File: src/design/jrsce_pkg.sv
// Shared widths and controller/datapath interface types.
// No dependencies.
`default_nettype none
package jrsce_pkg;
    localparam int SymW  = 8;
    localparam int MagW  = 15;
    localparam int CoefW = 16;
    localparam int PosW  = 6;
    localparam int NibW  = 4;

    typedef struct packed {
        logic load;
        logic step;
    } t_cmd;

    typedef struct packed {
        logic out_free;
        logic res_last;
    } t_sts;
endpackage
`default_nettype wire

File: src/design/jrsce_ctrl.sv
// Sequencer: takes one item, then steps the datapath once per result.
// Depends on jrsce_pkg.
`default_nettype none
module jrsce_ctrl
    import jrsce_pkg::*;
(
    input  wire  i_clk,
    input  wire  i_rst_n,
    input  wire  i_valid,
    output logic o_stall,
    input  t_sts i_sts,
    output t_cmd o_cmd
);
    typedef enum logic [1:0] {
        S_IDLE = 2'b01,
        S_EMIT = 2'b10
    } t_state;

    t_state r_state, n_state;

    always_comb begin
        n_state    = r_state;
        o_cmd.load = 1'b0;
        o_cmd.step = 1'b0;
        unique case (r_state)
            S_IDLE: begin
                o_cmd.load = i_valid;
                if (i_valid) n_state = S_EMIT;
            end
            S_EMIT: begin
                o_cmd.step = i_sts.out_free;
                if (i_sts.out_free && i_sts.res_last) n_state = S_IDLE;
            end
            default: n_state = S_IDLE;
        endcase
    end

    assign o_stall = (r_state != S_IDLE);

    always_ff @(posedge i_clk) begin
        if (!i_rst_n) r_state <= S_IDLE;
        else          r_state <= n_state;
    end
endmodule
`default_nettype wire

File: src/design/jrsce_dp.sv
// Datapath: block position, run counter, value decode and output register.
// Depends on jrsce_pkg.
`default_nettype none
module jrsce_dp
    import jrsce_pkg::*;
#(
    parameter int BLOCK_SIZE = 64
)(
    input  wire                     i_clk,
    input  wire                     i_rst_n,
    input  t_cmd                    i_cmd,
    output t_sts                    o_sts,
    input  wire        [SymW-1:0]   i_symbol,
    input  wire        [MagW-1:0]   i_magnitude_bits,
    output logic                    o_valid,
    input  wire                     i_stall,
    output logic signed [CoefW-1:0] o_coefficient,
    output logic       [PosW-1:0]   o_position,
    output logic                    o_block_done,
    output logic                    o_overrun,
    output logic                    o_last
);
    localparam logic [PosW-1:0] LastPos = PosW'(BLOCK_SIZE - 1);
    localparam logic [PosW:0]   BlkSz   = (PosW+1)'(BLOCK_SIZE);

    logic [PosW-1:0]  r_pos;
    logic [NibW-1:0]  r_run;
    logic [CoefW-1:0] r_value;
    logic             r_fill;
    logic             r_ovr;
    logic             r_valid;

    logic [NibW-1:0]  in_run, in_nbits;
    logic [MagW-1:0]  mask, v;
    logic             sgn, cut, fin, cur_last;
    logic [PosW:0]    sum;
    logic [CoefW-1:0] dec;

    always_comb begin
        in_run   = i_symbol[SymW-1:NibW];
        in_nbits = i_symbol[NibW-1:0];
        mask     = {MagW{1'b1}} >> (4'd15 - in_nbits);
        v        = i_magnitude_bits & mask;
        sgn      = |(v & ~(mask >> 1));
        dec      = sgn ? {1'b0, v} : ({1'b0, v} - {1'b0, mask});
        sum      = {1'b0, r_pos} + {{(PosW+1-NibW){1'b0}}, in_run};
        cut      = (i_symbol != '0) && (sum >= BlkSz);
        fin      = (r_pos == LastPos);
        cur_last = r_fill ? fin : (r_run == '0);
    end

    assign o_sts.out_free = !r_valid || !i_stall;
    assign o_sts.res_last = cur_last;
    assign o_valid        = r_valid;

    always_ff @(posedge i_clk) begin
        if (!i_rst_n) begin
            r_pos   <= '0;
            r_valid <= 1'b0;
        end else begin
            if (i_cmd.step) begin
                r_pos   <= fin ? '0 : r_pos + 1'b1;
                r_valid <= 1'b1;
            end else if (!i_stall) begin
                r_valid <= 1'b0;
            end
        end
    end

    always_ff @(posedge i_clk) begin
        if (i_cmd.load) begin
            r_run   <= in_run;
            r_value <= dec;
            r_fill  <= ((i_symbol == '0) && (r_pos != '0)) || cut;
            r_ovr   <= cut;
        end else if (i_cmd.step && (r_run != '0)) begin
            r_run <= r_run - 1'b1;
        end
        if (i_cmd.step) begin
            o_coefficient <= (r_fill || (r_run != '0)) ? '0 : r_value;
            o_position    <= r_pos;
            o_block_done  <= fin;
            o_overrun     <= r_fill && r_ovr && fin;
            o_last        <= cur_last;
        end
    end
endmodule
`default_nettype wire

File: src/design/jpeg_run_size_coeff_expander.sv
// Top level: run/size symbol to zig-zag coefficient expander.
// Depends on jrsce_pkg, jrsce_ctrl, jrsce_dp.
//
//  channel | direction | handshake         | payload
//  --------+-----------+-------------------+--------------------------------------
//  in      | input     | i_valid / o_stall | i_symbol, i_magnitude_bits
//  out     | output    | o_valid / i_stall | o_coefficient, o_position,
//          |           |                   | o_block_done, o_overrun, o_last
//
// An item is accepted, then gives one result per step: run+1 results,
// or the zeros up to block end on end of block or a cut run.
// The single output register sets the pace: one result per cycle, held on stall.
// Reset (synchronous, active low) clears the sequencer state, block position and output valid flag.
// No new item is taken until the item's last result is in the output register.
`default_nettype none
module jpeg_run_size_coeff_expander
    import jrsce_pkg::*;
#(
    parameter int BLOCK_SIZE = 64
)(
    input  wire                     i_clk,
    input  wire                     i_rst_n,
    input  wire                     i_valid,
    output logic                    o_stall,
    input  wire        [SymW-1:0]   i_symbol,
    input  wire        [MagW-1:0]   i_magnitude_bits,
    output logic                    o_valid,
    input  wire                     i_stall,
    output logic signed [CoefW-1:0] o_coefficient,
    output logic       [PosW-1:0]   o_position,
    output logic                    o_block_done,
    output logic                    o_overrun,
    output logic                    o_last
);
    t_cmd cmd;
    t_sts sts;

    jrsce_ctrl u_ctrl (
        .i_clk   (i_clk),
        .i_rst_n (i_rst_n),
        .i_valid (i_valid),
        .o_stall (o_stall),
        .i_sts   (sts),
        .o_cmd   (cmd)
    );

    jrsce_dp #(.BLOCK_SIZE(BLOCK_SIZE)) u_dp (
        .i_clk            (i_clk),
        .i_rst_n          (i_rst_n),
        .i_cmd            (cmd),
        .o_sts            (sts),
        .i_symbol         (i_symbol),
        .i_magnitude_bits (i_magnitude_bits),
        .o_valid          (o_valid),
        .i_stall          (i_stall),
        .o_coefficient    (o_coefficient),
        .o_position       (o_position),
        .o_block_done     (o_block_done),
        .o_overrun        (o_overrun),
        .o_last           (o_last)
    );
endmodule
`default_nettype wire

File: config.mk
export PLATFORM = sky130hd
export DESIGN_NAME = jpeg_run_size_coeff_expander
export DESIGN_NICKNAME = d
export VERILOG_FILES = /design/src/design/jrsce_pkg.sv /design/src/design/jrsce_ctrl.sv /design/src/design/jrsce_dp.sv /design/src/design/jpeg_run_size_coeff_expander.sv
export SDC_FILE = /design/constraint.sdc
export NUM_CORES = 1
export LEC_CHECK = 0
export BUFFER_PORTS_ARGS = -buffer_cell sky130_fd_sc_hd__buf_4
export CAP_MARGIN = 10
export CORE_MARGIN = 4
export CORE_UTILIZATION = 50
export DETAILED_ROUTE_END_ITERATION = 10
export GPL_TIMING_DRIVEN = 1
export PLACE_DENSITY = 0.72
export SLEW_MARGIN = 40
export SYNTH_ARGS = -nofsm -noshare
export SYNTH_HDL_FRONTEND = slang
export SYNTH_SLANG_ARGS = --single-unit
File: constraint.sdc
create_clock -name i_clk -period 7 [get_ports i_clk]
set_clock_uncertainty 0.2 [all_clocks]
set_input_delay 0.35 -clock i_clk [delete_from_list [all_inputs] [get_ports i_clk]]
set_output_delay 0.35 -clock i_clk [all_outputs]
set_load 0.1 [all_outputs]
==> impl_metrics.py <==
metrics = {
    "pwr": {
        "p_seq_frac": 0.556,
        "p_clk_frac": 0.252,
        "power.density_cell_area_nw_per_um2": 189,
        "sw_frac_of_total": 0.269,
        "intPower_w": 0.000510,
        "switching_power_w": 0.000188,
        "p_leak_nw": 1.45,
        "power_w": 0.000697,
        "pwr-share-comb": 0.192,
        "ir_drop_mv": 0.109,
    },
    "cells_and_area": {
        "final_net_count": 387,
        "fillCellCount": 547,
        "n_antenna_cell": 0,
        "final_common_cell": "buf_4",
        "fin_util": 0.612,
        "multi_input_area_um2": 1420,
        "drive_gt1_frac": 0.198,
        "syn2layout_area_growth_pct": 17.2,
        "seq_area_um2": 1590,
        "most-common-layout-cells": "56 x buf_4, 47 x edfxtp_1, 23 x nor2_1",
    },
    "timing": {
        "fmax_mhz": 314,
        "finalSetupViolCount": 0,
        "hold_viol_final": 0,
        "tns_ns": 0,
        "slew_headroom": 0.540,
        "setup_slack_ns": 3.82,
        "rsz0062_at_grt": "no",
        "tightestPinTransition_ns": 0.690,
        "period_share": 0.455,
        "slew_viol_final": 0,
        "whs_ns": 0.0968,
        "fin_crit_ns": 3.18,
    },
    "die": {
        "floorplan.initialDensity": 0.522,
        "fp.dieW_um": 87.3,
        "ios": 54,
        "die_y_um": 87.3,
        "placementRows": 28,
        "fp.coreArea_um2": 6030,
        "dieArea_um2": 7620,
    },
    "cts": {
        "cts.sinks": 56,
        "postCtsHoldBufs": 0,
        "cts_tree": "yes",
        "cts_resized": 0,
        "post_cts_buffers": 0,
        "cts_buffer_depth": 2,
        "numCtsBuffers": 5,
        "cts_max_level": 2,
        "clkLatencyLatePin_ns": 0.30,
        "clockRootBuffer": "clkbuf_8",
        "cts.clk_slew.worst_paths_ns": 0.09,
    },
    "routing": {
        "avgRoutedWirePerCell_um": 14.3,
        "ant_nets": 0,
        "viasPerCell": 5.56,
        "first_iter_violations": 158,
        "wl_mm": 6.13,
        "drt_pass1_iterations": 4,
        "drc_errors": 0,
        "vias": 2381,
    },
    "placement": {
        "finalWeightedCongestion": 0.886,
        "io_buffers": 53,
        "place_ws_ns": 3.53,
        "hpwl_mm": 4.63,
    },
    "setup_path": {
        "critPathKind": "input pin to register",
        "worstSetupStartpointType": "input pin",
        "endpoint_kind": "register",
        "crit_required_ns": 6.84,
        "arrival_ns": 3.03,
        "path_max_fanout": 22,
    },
    "synth": {
        "synth_edf_count": 47,
        "synth_top_area_frac": 0.449,
        "yosysTopAreaCell": "edfxtp_1",
        "avgSynthCellArea_um2": 10.4,
        "syn_area_um2": 3140,
        "synth-seq-cells": 56,
        "postSynth.asyncResetShare": 0,
        "yosysUniqueCellTypes": 57,
        "ys_seq_area_frac": 0.506,
        "syn_nets": 338,
        "synth_cells": 303,
        "ys.warnings.count": 0,
        "synth_ff_type": "edfxtp_1",
        "synth_area_leaders": "edfxtp_1 45%, dfxtp_1 5.7%, and2_1 4.2%",
    },
    "grt": {
        "gr-usage-met3": 0.0237,
        "grt_util_met1": 0.247,
        "grtUsageTotal": 0.168,
        "overflow": 0,
        "use_met2": 0.259,
        "grt_max_degree": 33,
        "busiest_layer": "met2",
        "grt_pass1_vias": 2116,
        "grt_pass1_wl_mm": 10.2,
        "antenna_found_initial": 0,
    },
    "min_path": {
        "hold_class": "input pin to register",
    },
    "outcome": {
        "run_status": "finished clean",
    },
    "run": {
        "timing.max_cap.violations": 0,
    },
}
-- per-stage QoR --
| stage | instance area (um^2) | std cells |
|---|---|---|
| 2_1_floorplan | 3140 | 303 |
| 3_3_place_gp | 3580 | 419 |
| 3_5_place_dp | 3590 | 420 |
| 4_1_cts | 3680 | 428 |
| 5_1_grt | 3680 | 428 |
| 6_report | 3680 | 428 |
-- synthesized netlist by cell type (2+ instances only) --
| cell | count |
|---|---|
| nand4b_1 | 2 |
| o21ai_0 | 13 |
| and3_1 | 2 |
| nor3_1 | 9 |
| inv_1 | 18 |
| o2bb2ai_1 | 2 |
| nand3b_1 | 8 |
| and2_1 | 21 |
| nand2_1 | 16 |
| nand4_1 | 3 |
| a21o_1 | 3 |
| o21ai_1 | 3 |
| nand2b_1 | 5 |
| and4_1 | 2 |
| a221oi_1 | 2 |
| clkbuf_1 | 9 |
| buf_6 | 2 |
| mux2i_1 | 10 |
| ha_1 | 7 |
| xnor2_1 | 5 |
| nor4_1 | 3 |
| nor3b_1 | 3 |
| edfxtp_1 | 47 |
| a21oi_1 | 15 |
| buf_2 | 2 |
| or4_1 | 5 |
| o211ai_1 | 7 |
| dfxtp_1 | 9 |
| nand3_1 | 6 |
| o22ai_1 | 2 |
| nor2_1 | 23 |
| o31ai_1 | 3 |
| or2_2 | 3 |
| xor2_1 | 2 |
| nor2b_1 | 7 |
| or3_1 | 2 |
| a31oi_1 | 2 |
-- final cells by class --
class                           instances  area share
Clock buffer                            7      0.0234
Clock inverter                          1     0.00170
Inverter                               18      0.0183
Multi-Input combinational cell        215       0.385
Sequential cell                        56       0.432
Tap cell                               75      0.0255
Timing Repair Buffer                   56       0.114
-- power groups by stage --
stage	registers, W	clock network, W	logic, W
after floorplan	0.000412	0	0.0000773
after global placement	0.000395	0	0.000130
after detailed placement	0.000395	0	0.000134
after CTS	0.000388	0.000184	0.000134
after global routing	0.000389	0.000198	0.000148
final	0.000388	0.000176	0.000134
-- critical path, stage by stage --
cell and delay (ns):
buf_4 0.18, nor2_1 0.47, a21o_1 0.18, ha_1 0.16, inv_1 0.07, a221o_1 0.34
or4_1 0.63, or3_1 0.40, o211ai_2 0.14, nand3b_1 0.10
-- state kept, by name (all words and copies together), names as in the netlist --
| name | flops |
|---|---|
| u_dp.o_block_done | 1 |
| u_dp.r_ovr | 1 |
| u_dp.r_pos | 6 |
| u_dp.r_fill | 1 |
| u_dp.r_run | 4 |
| u_dp.r_value | 16 |
| u_dp.o_last | 1 |
| u_dp.o_valid | 1 |
| u_dp.o_position | 6 |
| u_dp.o_coefficient | 16 |
| u_dp.o_overrun | 1 |
| u_ctrl.r_state | 2 |
-- cells by family after synthesis --
logic type	share of synthesized area
AOI/OAI and AO/OA	0.144
xor gates and xnor gates	0.0195
adders and majority gates	0.0342
buffers and inverters	0.0438
DFF	0.506
muxes	0.0318
and+or+nand+nor	0.220
-- final timing paths --
kind | cells after the start | start | slack (ns) | end
worst max-delay path | 10 | i_symbol[2] | 3.82 | u_dp.r_value[12]
worst min-delay path | 2 | i_rst_n | 0.1 | u_dp.r_pos[4]
worst max register to register | 5 | u_dp.r_pos[2] | 4.98 | u_dp.r_fill
worst min register to register | 1 | u_dp.r_value[15] | 0.32 | u_dp.o_coefficient[15]
-- routing by layer --
layer  vias to the layer above  share of wire
li1                       1217              -
met1                      1092           0.47
met5                         -              0
met3                         5          0.060
met2                        67           0.46
met4                         0          0.010
No activity file was read; power rests on OpenSTA's default activity.
